===== config.mk =====
export PLATFORM = sky130hd
export DESIGN_NAME = audio_beat_detect_peak_hold
export DESIGN_NICKNAME = d
export VERILOG_FILES = /design/src/hw/rtl/abdph_pkg.sv /design/src/hw/rtl/abdph_ram.sv /design/src/hw/rtl/audio_beat_detect_peak_hold.sv
export VERILOG_INCLUDE_DIRS = /design/src /design/src/hw/rtl
export SDC_FILE = /design/constraint.sdc
export NUM_CORES = 2
export LEC_CHECK = 0
export BUFFER_PORTS_ARGS = -buffer_cell sky130_fd_sc_hd__buf_4
export CAP_MARGIN = 15
export CORE_MARGIN = 4
export CORE_UTILIZATION = 40
export DETAILED_ROUTE_END_ITERATION = 6
export HOLD_SLACK_MARGIN = 0.08
export PLACE_DENSITY_LB_ADDON = 0.1
export SLEW_MARGIN = 15
export SYNTH_ARGS = -nofsm -noshare
export SYNTH_HDL_FRONTEND = slang
export SYNTH_SLANG_ARGS = --single-unit

===== constraint.sdc =====
create_clock -name aclk -period 6.3 [get_ports aclk]
set_input_delay 1.89 -clock aclk [delete_from_list [all_inputs] [get_ports aclk]]
set_output_delay 1.89 -clock aclk [all_outputs]
set_load 0.1 [all_outputs]

===== src/hw/rtl/audio_beat_detect_peak_hold_defines.svh =====
// ----------------------------------------------------------------------------
// Assertion macros for the beat detector with peak hold
// Shared macros that wrap concurrent assertions on the block clock.
// ----------------------------------------------------------------------------
`ifndef AUDIO_BEAT_DETECT_PEAK_HOLD_DEFINES_SVH
`define AUDIO_BEAT_DETECT_PEAK_HOLD_DEFINES_SVH

// Same-cycle implication, disabled while reset is asserted.
`define ABDPH_ASSERT_NOW(label, clk, rstn, ante, cons, msg) \
    label: assert property (@(posedge clk) disable iff (!rstn) (ante) |-> (cons)) \
        else $error(msg);

// Next-cycle implication, disabled while reset is asserted.
`define ABDPH_ASSERT_NEXT(label, clk, rstn, ante, cons, msg) \
    label: assert property (@(posedge clk) disable iff (!rstn) (ante) |=> (cons)) \
        else $error(msg);

`endif


===== src/hw/rtl/abdph_pkg.sv =====
// ----------------------------------------------------------------------------
// Beat detector package
// Codes, reset values and helpers of the beat detector with peak hold.
// ----------------------------------------------------------------------------
package abdph_pkg;

    typedef enum logic [1:0] {
        OP_FRAME = 2'd0,
        OP_BIN   = 2'd1,
        OP_DRAIN = 2'd2,
        OP_START = 2'd3
    } op_t;

    typedef enum logic [1:0] {
        KIND_LEVELS   = 2'd0,
        KIND_BEAT     = 2'd1,
        KIND_SPECTRUM = 2'd2
    } kind_t;

    typedef enum logic [1:0] {
        REG_RESPONSE_BAND = 2'd0,
        REG_BEAT_FLOOR    = 2'd1,
        REG_BEAT_RISE     = 2'd2,
        REG_REFRACTORY    = 2'd3
    } cfg_reg_t;

    localparam int LEVELS = 5;

    localparam logic [2:0]  RESPONSE_BAND_RESET = 3'd1;
    localparam logic [7:0]  BEAT_FLOOR_RESET    = 8'd40;
    localparam logic [7:0]  BEAT_RISE_RESET     = 8'd25;
    localparam logic [15:0] REFRACTORY_RESET    = 16'd140;

    localparam logic [2:0]  MAX_BAND            = 3'd4;
    localparam logic [31:0] START_LAST_BEAT_AGO = 32'd200;
    localparam logic [31:0] BAND2_FIRST_BIN     = 32'd5;
    localparam logic [31:0] BAND3_FIRST_BIN     = 32'd26;

    function automatic logic [7:0] hold_max(input logic keep, input logic [7:0] old_v,
                                            input logic [7:0] new_v);
        return (keep && (old_v > new_v)) ? old_v : new_v;
    endfunction

endpackage


===== src/hw/rtl/abdph_ram.sv =====
// ----------------------------------------------------------------------------
// Generic RAM
// One write port and one read port with registered read data.
// ----------------------------------------------------------------------------
module abdph_ram #(
    parameter int WIDTH = 64,
    parameter int DEPTH = 8
) (
    input  logic                                      aclk,
    input  logic                                      wr_en,
    input  logic [((DEPTH > 1) ? $clog2(DEPTH) : 1)-1:0] wr_addr,
    input  logic [WIDTH-1:0]                          wr_data,
    input  logic [((DEPTH > 1) ? $clog2(DEPTH) : 1)-1:0] rd_addr,
    output logic [WIDTH-1:0]                          rd_data
);

    logic [WIDTH-1:0] mem_reg [DEPTH];

    always_ff @(posedge aclk) begin
        if (wr_en) begin
            mem_reg[wr_addr] <= wr_data;
        end
        rd_data <= mem_reg[rd_addr];
    end

endmodule


===== src/hw/rtl/audio_beat_detect_peak_hold.sv =====
// ----------------------------------------------------------------------------
// Beat detector with peak hold
// A frame transfer tests for a beat and stores it when one is found; when
// the bins are derived from the levels, it then reads and rewrites the
// spectrum RAM one row of eight bins at a time. A bin transfer with an index
// inside the spectrum rewrites its row, and a start transfer arms the time
// of the last beat. A drain emits 1 + BEAT_SLOTS + SPECTRUM_BINS/8 words,
// each held until the output takes it. No new input is taken until the
// block is idle again. All time arithmetic shares one 32-bit subtractor,
// and the spectrum RAM has a single read port.
// ----------------------------------------------------------------------------
`include "audio_beat_detect_peak_hold_defines.svh"

module audio_beat_detect_peak_hold import abdph_pkg::*; #(
    parameter int SPECTRUM_BINS = 64,
    parameter int BEAT_SLOTS    = 4
) (
    input  logic        aclk,
    input  logic        aresetn,
    input  logic        s_tvalid,
    output logic        s_tready,
    // now_ms[31:0], level_0..level_4[71:32], has_spectrum[72],
    // bin_index[78:73], bin_value[86:79], zero fill[87].
    input  logic [87:0] s_tdata,
    // operation[1:0].
    input  logic [1:0]  s_tuser,
    output logic        m_tvalid,
    input  logic        m_tready,
    // word_index[2:0], word_data[66:3], zero fill[71:67].
    output logic [71:0] m_tdata,
    // word_kind[1:0], was_pending[2].
    output logic [2:0]  m_tuser,
    output logic        m_tlast,
    input  logic        cfg_valid,
    output logic        cfg_ready,
    input  logic [1:0]  cfg_index,
    input  logic [15:0] cfg_data
);

    localparam int ROWS   = SPECTRUM_BINS / 8;
    localparam int ROW_W  = (ROWS > 1) ? $clog2(ROWS) : 1;
    localparam int SLOT_W = (BEAT_SLOTS > 1) ? $clog2(BEAT_SLOTS) : 1;
    localparam int IDX_W  = (ROW_W > SLOT_W) ? ROW_W : SLOT_W;

    typedef enum logic [3:0] {
        ST_IDLE,
        ST_ARM,
        ST_TEST,
        ST_STORE,
        ST_FILL_RD,
        ST_FILL_WR,
        ST_BIN_WR,
        ST_OUT_RD,
        ST_OUT_LOAD,
        ST_OUT_WAIT
    } state_t;

    state_t state_reg;

    logic [2:0]  response_band_reg;
    logic [7:0]  beat_floor_reg;
    logic [7:0]  beat_rise_reg;
    logic [15:0] refractory_reg;

    logic [31:0] start_time_reg;
    logic [31:0] last_beat_reg;
    logic [7:0]  prev_sel_reg;
    logic [7:0]  beat_count_reg;
    logic [SLOT_W-1:0] slot_ptr_reg;
    logic [31:0] beat_times_reg [BEAT_SLOTS];
    logic [7:0]  held_lv_reg [LEVELS];
    logic        pending_reg;
    logic        prior_pending_reg;
    logic [ROWS-1:0] row_valid_reg;

    logic [31:0] now_reg;
    logic [7:0]  lv1_reg;
    logic [7:0]  lv2_reg;
    logic [7:0]  lv3_reg;
    logic        has_spec_reg;
    logic        beat_cand_reg;
    logic [ROW_W-1:0] bin_row_reg;
    logic [2:0]  bin_byte_reg;
    logic [7:0]  bin_val_reg;
    logic [ROW_W-1:0] rd_row_reg;

    kind_t       kind_reg;
    logic [IDX_W-1:0] idx_reg;

    logic        out_valid_reg;
    kind_t       out_kind_reg;
    logic [2:0]  out_index_reg;
    logic [63:0] out_data_reg;
    logic        out_last_reg;
    logic        was_reg;

    logic [7:0]  in_level [LEVELS];
    logic [31:0] in_now;
    logic        in_has_spec;
    logic [31:0] in_bin_full;
    logic [7:0]  in_bin_val;
    op_t         in_op;
    logic        in_xfer;
    logic        out_xfer;

    logic [2:0]  band;
    logic [2:0]  sel_idx;
    logic [7:0]  sel;
    logic [8:0]  rise_sum;
    logic        beat_cand;

    logic [31:0] sub_b;
    logic [31:0] sub_out;

    logic [ROW_W-1:0] row_idx;
    logic [31:0] row_idx_full;
    logic [ROW_W-1:0] ram_raddr;
    logic [ROW_W-1:0] ram_waddr;
    logic        ram_we;
    logic [63:0] ram_wdata;
    logic [63:0] ram_rdata;
    logic [63:0] row_data;
    logic [63:0] fill_row;
    logic [63:0] bin_row;
    logic [31:0] idx_full;
    logic        out_last;

    always_comb begin
        for (int i = 0; i < LEVELS; i++) begin
            in_level[i] = s_tdata[32 + 8 * i +: 8];
        end
    end

    assign in_now      = s_tdata[31:0];
    assign in_has_spec = s_tdata[72];
    assign in_bin_full = 32'(s_tdata[78:73]);
    assign in_bin_val  = s_tdata[86:79];
    assign in_op       = op_t'(s_tuser);

    assign s_tready  = (state_reg == ST_IDLE);
    assign in_xfer   = s_tvalid && s_tready;
    assign out_xfer  = m_tvalid && m_tready;
    assign cfg_ready = 1'b1;

    assign band     = (response_band_reg > MAX_BAND) ? MAX_BAND : response_band_reg;
    assign sel_idx  = (band == 3'd0) ? 3'd1 : band;
    assign sel      = in_level[sel_idx];
    assign rise_sum = {1'b0, prev_sel_reg} + {1'b0, beat_rise_reg};
    assign beat_cand = (band != 3'd0)
                     ? ((sel > beat_floor_reg) && ({1'b0, sel} > rise_sum))
                     : (in_level[4] != 8'd0);

    always_comb begin
        unique case (state_reg)
            ST_TEST:  sub_b = last_beat_reg;
            ST_STORE: sub_b = start_time_reg;
            default:  sub_b = START_LAST_BEAT_AGO;
        endcase
    end
    assign sub_out = now_reg - sub_b;

    assign row_idx      = idx_reg[ROW_W-1:0];
    assign row_idx_full = 32'(row_idx);
    assign idx_full     = 32'(idx_reg);
    assign ram_raddr    = (state_reg == ST_IDLE) ? in_bin_full[3 +: ROW_W] : row_idx;
    assign ram_waddr    = (state_reg == ST_BIN_WR) ? bin_row_reg : row_idx;
    assign ram_we       = (state_reg == ST_FILL_WR) || (state_reg == ST_BIN_WR);
    assign ram_wdata    = (state_reg == ST_BIN_WR) ? bin_row : fill_row;
    assign row_data     = row_valid_reg[rd_row_reg] ? ram_rdata : 64'd0;

    always_comb begin
        logic [31:0] bin_num;
        logic [7:0]  derived;
        for (int j = 0; j < 8; j++) begin
            bin_num = {row_idx_full[28:0], 3'(j)};
            if (bin_num < BAND2_FIRST_BIN) begin
                derived = lv1_reg;
            end else if (bin_num < BAND3_FIRST_BIN) begin
                derived = lv2_reg;
            end else begin
                derived = lv3_reg;
            end
            fill_row[8 * j +: 8] = hold_max(prior_pending_reg, row_data[8 * j +: 8], derived);
        end
    end

    always_comb begin
        bin_row = row_data;
        bin_row[8 * bin_byte_reg +: 8] =
            hold_max(prior_pending_reg, row_data[8 * bin_byte_reg +: 8], bin_val_reg);
    end

    assign out_last = (kind_reg == KIND_SPECTRUM) && (idx_reg == IDX_W'(ROWS - 1));

    abdph_ram #(
        .WIDTH (64),
        .DEPTH (ROWS)
    ) u_spectrum_ram (
        .aclk    (aclk),
        .wr_en   (ram_we),
        .wr_addr (ram_waddr),
        .wr_data (ram_wdata),
        .rd_addr (ram_raddr),
        .rd_data (ram_rdata)
    );

    always_ff @(posedge aclk) begin
        rd_row_reg <= ram_raddr;
        if (!aresetn) begin
            state_reg         <= ST_IDLE;
            response_band_reg <= RESPONSE_BAND_RESET;
            beat_floor_reg    <= BEAT_FLOOR_RESET;
            beat_rise_reg     <= BEAT_RISE_RESET;
            refractory_reg    <= REFRACTORY_RESET;
            start_time_reg    <= '0;
            last_beat_reg     <= '0;
            prev_sel_reg      <= '0;
            beat_count_reg    <= '0;
            slot_ptr_reg      <= '0;
            for (int i = 0; i < BEAT_SLOTS; i++) begin
                beat_times_reg[i] <= '1;
            end
            for (int i = 0; i < LEVELS; i++) begin
                held_lv_reg[i] <= '0;
            end
            pending_reg       <= 1'b0;
            prior_pending_reg <= 1'b0;
            row_valid_reg     <= '0;
            kind_reg          <= KIND_LEVELS;
            idx_reg           <= '0;
            out_valid_reg     <= 1'b0;
            out_kind_reg      <= KIND_LEVELS;
            out_index_reg     <= '0;
            out_last_reg      <= 1'b0;
            was_reg           <= 1'b0;
        end else begin
            if (cfg_valid && cfg_ready) begin
                unique case (cfg_reg_t'(cfg_index))
                    REG_RESPONSE_BAND: response_band_reg <= cfg_data[2:0];
                    REG_BEAT_FLOOR:    beat_floor_reg    <= cfg_data[7:0];
                    REG_BEAT_RISE:     beat_rise_reg     <= cfg_data[7:0];
                    REG_REFRACTORY:    refractory_reg    <= cfg_data;
                    default: ;
                endcase
            end

            unique case (state_reg)
                ST_IDLE: begin
                    if (in_xfer) begin
                        unique case (in_op)
                            OP_FRAME: begin
                                now_reg           <= in_now;
                                lv1_reg           <= in_level[1];
                                lv2_reg           <= in_level[2];
                                lv3_reg           <= in_level[3];
                                has_spec_reg      <= in_has_spec;
                                beat_cand_reg     <= beat_cand;
                                prev_sel_reg      <= sel;
                                prior_pending_reg <= pending_reg;
                                pending_reg       <= 1'b1;
                                for (int i = 0; i < LEVELS; i++) begin
                                    held_lv_reg[i] <= hold_max(pending_reg, held_lv_reg[i],
                                                               in_level[i]);
                                end
                                state_reg <= ST_TEST;
                            end
                            OP_BIN: begin
                                bin_row_reg  <= in_bin_full[3 +: ROW_W];
                                bin_byte_reg <= in_bin_full[2:0];
                                bin_val_reg  <= in_bin_val;
                                if (in_bin_full < 32'(SPECTRUM_BINS)) begin
                                    state_reg <= ST_BIN_WR;
                                end
                            end
                            OP_DRAIN: begin
                                was_reg     <= pending_reg;
                                pending_reg <= 1'b0;
                                kind_reg    <= KIND_LEVELS;
                                idx_reg     <= '0;
                                state_reg   <= ST_OUT_RD;
                            end
                            OP_START: begin
                                now_reg           <= in_now;
                                start_time_reg    <= in_now;
                                prev_sel_reg      <= '0;
                                beat_count_reg    <= '0;
                                slot_ptr_reg      <= '0;
                                for (int i = 0; i < BEAT_SLOTS; i++) begin
                                    beat_times_reg[i] <= '1;
                                end
                                for (int i = 0; i < LEVELS; i++) begin
                                    held_lv_reg[i] <= '0;
                                end
                                row_valid_reg     <= '0;
                                pending_reg       <= 1'b0;
                                prior_pending_reg <= 1'b0;
                                state_reg         <= ST_ARM;
                            end
                            default: ;
                        endcase
                    end
                end
                ST_ARM: begin
                    last_beat_reg <= sub_out;
                    state_reg     <= ST_IDLE;
                end
                ST_TEST: begin
                    idx_reg <= '0;
                    if (beat_cand_reg && (sub_out > 32'(refractory_reg))) begin
                        last_beat_reg <= now_reg;
                        state_reg     <= ST_STORE;
                    end else begin
                        state_reg <= has_spec_reg ? ST_IDLE : ST_FILL_RD;
                    end
                end
                ST_STORE: begin
                    beat_times_reg[slot_ptr_reg] <= sub_out;
                    beat_count_reg <= beat_count_reg + 8'd1;
                    if ((beat_count_reg == 8'hFF) ||
                        (slot_ptr_reg == SLOT_W'(BEAT_SLOTS - 1))) begin
                        slot_ptr_reg <= '0;
                    end else begin
                        slot_ptr_reg <= slot_ptr_reg + SLOT_W'(1);
                    end
                    state_reg <= has_spec_reg ? ST_IDLE : ST_FILL_RD;
                end
                ST_FILL_RD: begin
                    state_reg <= ST_FILL_WR;
                end
                ST_FILL_WR: begin
                    row_valid_reg[row_idx] <= 1'b1;
                    if (idx_reg == IDX_W'(ROWS - 1)) begin
                        state_reg <= ST_IDLE;
                    end else begin
                        idx_reg   <= idx_reg + IDX_W'(1);
                        state_reg <= ST_FILL_RD;
                    end
                end
                ST_BIN_WR: begin
                    row_valid_reg[bin_row_reg] <= 1'b1;
                    state_reg <= ST_IDLE;
                end
                ST_OUT_RD: begin
                    state_reg <= ST_OUT_LOAD;
                end
                ST_OUT_LOAD: begin
                    out_valid_reg <= 1'b1;
                    out_kind_reg  <= kind_reg;
                    out_index_reg <= idx_full[2:0];
                    out_last_reg  <= out_last;
                    unique case (kind_reg)
                        KIND_LEVELS: begin
                            out_data_reg <= {16'd0, beat_count_reg, held_lv_reg[4],
                                             held_lv_reg[3], held_lv_reg[2],
                                             held_lv_reg[1], held_lv_reg[0]};
                        end
                        KIND_BEAT: begin
                            out_data_reg <= {32'd0, beat_times_reg[idx_reg[SLOT_W-1:0]]};
                        end
                        KIND_SPECTRUM: begin
                            out_data_reg <= row_data;
                        end
                        default: begin
                            out_data_reg <= '0;
                        end
                    endcase
                    state_reg <= ST_OUT_WAIT;
                end
                ST_OUT_WAIT: begin
                    if (out_xfer) begin
                        out_valid_reg <= 1'b0;
                        if (out_last_reg) begin
                            state_reg <= ST_IDLE;
                        end else begin
                            state_reg <= ST_OUT_RD;
                            unique case (kind_reg)
                                KIND_LEVELS: begin
                                    kind_reg <= KIND_BEAT;
                                    idx_reg  <= '0;
                                end
                                KIND_BEAT: begin
                                    if (idx_reg == IDX_W'(BEAT_SLOTS - 1)) begin
                                        kind_reg <= KIND_SPECTRUM;
                                        idx_reg  <= '0;
                                    end else begin
                                        idx_reg <= idx_reg + IDX_W'(1);
                                    end
                                end
                                default: begin
                                    idx_reg <= idx_reg + IDX_W'(1);
                                end
                            endcase
                        end
                    end
                end
                default: begin
                    state_reg <= ST_IDLE;
                end
            endcase
        end
    end

    assign m_tvalid = out_valid_reg;
    assign m_tdata  = {5'd0, out_data_reg, out_index_reg};
    assign m_tuser  = {was_reg, out_kind_reg};
    assign m_tlast  = out_last_reg;

    `ABDPH_ASSERT_NOW(a_no_input_while_output, aclk, aresetn,
        m_tvalid, !s_tready, "input accepted while a result is waiting")
    `ABDPH_ASSERT_NOW(a_last_is_spectrum, aclk, aresetn,
        m_tvalid && m_tlast, m_tuser[1:0] == KIND_SPECTRUM,
        "final drain word is not a spectrum word")
    `ABDPH_ASSERT_NEXT(a_idle_after_last, aclk, aresetn,
        m_tvalid && m_tready && m_tlast, s_tready,
        "block not ready after the final drain transfer")
    `ABDPH_ASSERT_NEXT(a_drain_clears_pending, aclk, aresetn,
        s_tvalid && s_tready && (s_tuser == OP_DRAIN), !pending_reg && !s_tready,
        "drain did not clear pending or left the block ready")

endmodule


==> reports/metrics.yaml <==
finalCritPeriodShare_pct: 96.2
drc: 0
hp-start: "last_beat_reg[7]"
cp_num_buf_inv: 4
slowest_delay_ps: 610
cts_hold_buf: 0
startpoint_type: "flop"
synth_top_family_by_area: "simple AND/OR/NAND/NOR gates"
hold_violations: 0
critPathKind: "reg2reg"
ys.flop_type: "edfxtp_1"
clock-skew-final_ps: 35.7
numCtsBuffers: 109
slew_viol_final: 0
cp-end-kind: "flop"
status: "finished clean"
power_leakage_nw: 20.4
netlist_area_um2: 48500
die_w_um: 356
syn_avg_cell_area_um2: 10.8
ff2ff_setup_slack_ps: 240
start_util_pct: 40.4
drt_iter0_drc: 2634
cts_num_sinks: 1029
synth_cell_types: 87
clk_pin_slew_ps: 60
yosys.area.top_type: "edfxtp_1"
whs_endpoint: "last_beat_reg[7]"
drt_first_pass_iters: 6
synth.ff_latch_count: 1029
synth_fa_ha_area_share_pct: 5.21
post-synth-top-count-cell: "nand2_1"
dieArea_um2: 127000
tightest_slew_ps: 1150
die_h_um: 356
syn2layout_area_growth_pct: 14.6
synth_edf_count: 816
final-setup-viol-count: 0
ys_warn_count: 0
final_nets: 4927
maxCapViolCount: 0
synth_cells: 4481
synth_area_leaders: "edfxtp_1, dfxtp_1, nand2_1"
first_global_vias: 32878
min_path_type: "reg2reg"
core_area_um2: 120000
grt_overflow: 0
synth_xor_area_share_pct: 0.696
rows: 127
grtUsageTotal_pct: 23.2
cp_max_fo: 16
finalSetupTns_ps: 0
synth-simple-area-share_pct: 17.3
async_flop_share_pct: 0
holdPathStages: 2
reg2reg_depth: 25
io_buffers: 184
yosysSeqAreaShare_pct: 59.3
timing.final.crit_period_ps: 6060
antenna_found_initial: 22
worst_ir_drop_vdd_mv: 0.251
power_mw: 19.6
gp_congestion: 0.933
hpwl_um: 100000
clk_latency_ps: 740
r2r-end: "last_beat_reg[1]"
wire_per_inst_um: 23.8
p_per_area_nw_per_um2: 353
htreeDepth: 3
ys_top_cells_by_count: "nand2_1, edfxtp_1, nand3_1"
slowest_stage: "o41a_1"
synth_compound_area_share_pct: 8.74
r2r-start: "state_reg[2]"
vias: 34094
critPathTopFamily: "compound AO/OA/AOI/OAI gates"
worstPathArrival_ps: 6700
worstPathRequired_ps: 6940
drive_gt1_share_pct: 12.9
max_slew_margin_pct: 22.9
timing.fmax_mhz: 165
cts_max_path_buffers: 3
vias_per_cell: 5.39
grt_max_degree: 152
io_pins: 192
muxShareOfSynthArea_pct: 5.33
routed_wl_um: 150000
yosysTopAreaCellShare_pct: 50.5
cts_tree: "done"
grt_pass1_wl_um: 220000
cts-root-buf: "clkbuf_16"
ant_nets: 0
largest_reg_flops: 512
## cells by family (layout without fill, tap and decap cells)
logic type / Yosys count / count (layout)
DFF: 1029 / 1029
muxes: 192 / 192
AOI/OAI and AO/OA: 695 / 695
other: 2 / 17
buffers and inverters: 425 / 648
and+or+nand+nor: 1901 / 1901
xor gates and xnor gates: 36 / 36
adders and majority gates: 201 / 201
## stage by stage
step / instances / hold slack, ps / area, µm² / setup WS [ps] / util [%]
finish: 6331 / 451 / 55600 / 238 / 46.3
global placement: 6111 / 440 / 51900 / -93.4 / 43.2
detailed placement: 6111 / 448 / 51900 / -141 / 43.2
floorplan: 4485 / 431 / 48500 / 380 / -
CTS: 6317 / 456 / 55500 / 62.2 / 46.2
global route: 6320 / 466 / 55600 / -0.992 / 46.2
## metal layers
metal	track usage [%]	up-vias	part of all wire (%)
li1	-	16270	-
met1	31.9	16650	44
met3	4.50	254	5.9
met5	0	-	0.068
met2	37.2	902	46
met4	7.61	18	3.3
## worst max path at each step
stage                     slack, ps           endpoint         start  cells after the start
after global routing             -1  last_beat_reg[31]  state_reg[2]                     26
after CTS                        60  last_beat_reg[28]  state_reg[2]                     25
after detailed placement       -140  last_beat_reg[28]  state_reg[2]                     24
final                           240   last_beat_reg[1]  state_reg[2]                     25
after global placement          -90  last_beat_reg[26]  state_reg[2]                     24
after floorplan                 380  last_beat_reg[10]  state_reg[0]                     25
## placed cells by master (no fill, tap or decap), types with 11 or more instances in the layout
cell,Yosys,routed
diode_2,0,11
nand4_1,40,40
and3_1,13,13
inv_1,150,149
a21o_1,41,40
mux2_2,31,31
o21ai_0,209,208
mux2i_1,110,108
nor2b_1,45,44
dfxtp_1,213,209
edfxtp_1,816,816
buf_12,0,16
mux4_2,50,50
clkbuf_1,224,22
clkinv_2,0,25
nor3_1,59,58
xor2_1,17,16
o22ai_1,45,45
and2_1,67,66
o21a_1,18,18
ha_1,199,196
nand2_1,1109,1107
clkbuf_16,0,110
a21boi_0,36,35
buf_4,8,271
o211ai_1,32,32
xnor2_1,16,16
nand3_1,351,351
nor2_1,113,103
a21oi_1,212,211
or2_2,19,19
clkinv_1,3,21
nand2b_1,42,42
or3_1,18,18
## final cells by class
class / instances / area (µm²)
Timing Repair Buffer: 288 / 2380
Fill cell: 11357 / 64500
Multi-Input combinational cell: 3031 / 18300
Inverter: 154 / 588
Clock buffer: 139 / 2920
Tap cell: 1612 / 2020
Antenna cell: 11 / 27.5
Clock inverter: 67 / 603
Sequential cell: 1029 / 28800
## worst min-delay path: stages, from the launching register on
cell,delay [ps]
dfxtp_1,300
nand2_1,50
mux2i_1,50
## repair_timing
| item | CTS | global route |
|---|---|---|
| cloned | 0 | 1 |
| resized for setup | 2 | 14 |
| hold endpoints to repair | 0 | 0 |
| setup endpoints to repair | 33 | 33 |
| pin swaps | 0 | 3 |
| setup buffers | 0 | 2 |
## power by group
group | total (mW) | switching, mW | leakage [nW] | internal [mW]
clock network | 6.36 | 2.75 | 1.73 | 3.61
registers | 8.54 | 0.418 | 8.90 | 8.13
logic | 4.74 | 3.22 | 9.80 | 1.52
(Power assumes the default switching activity.)
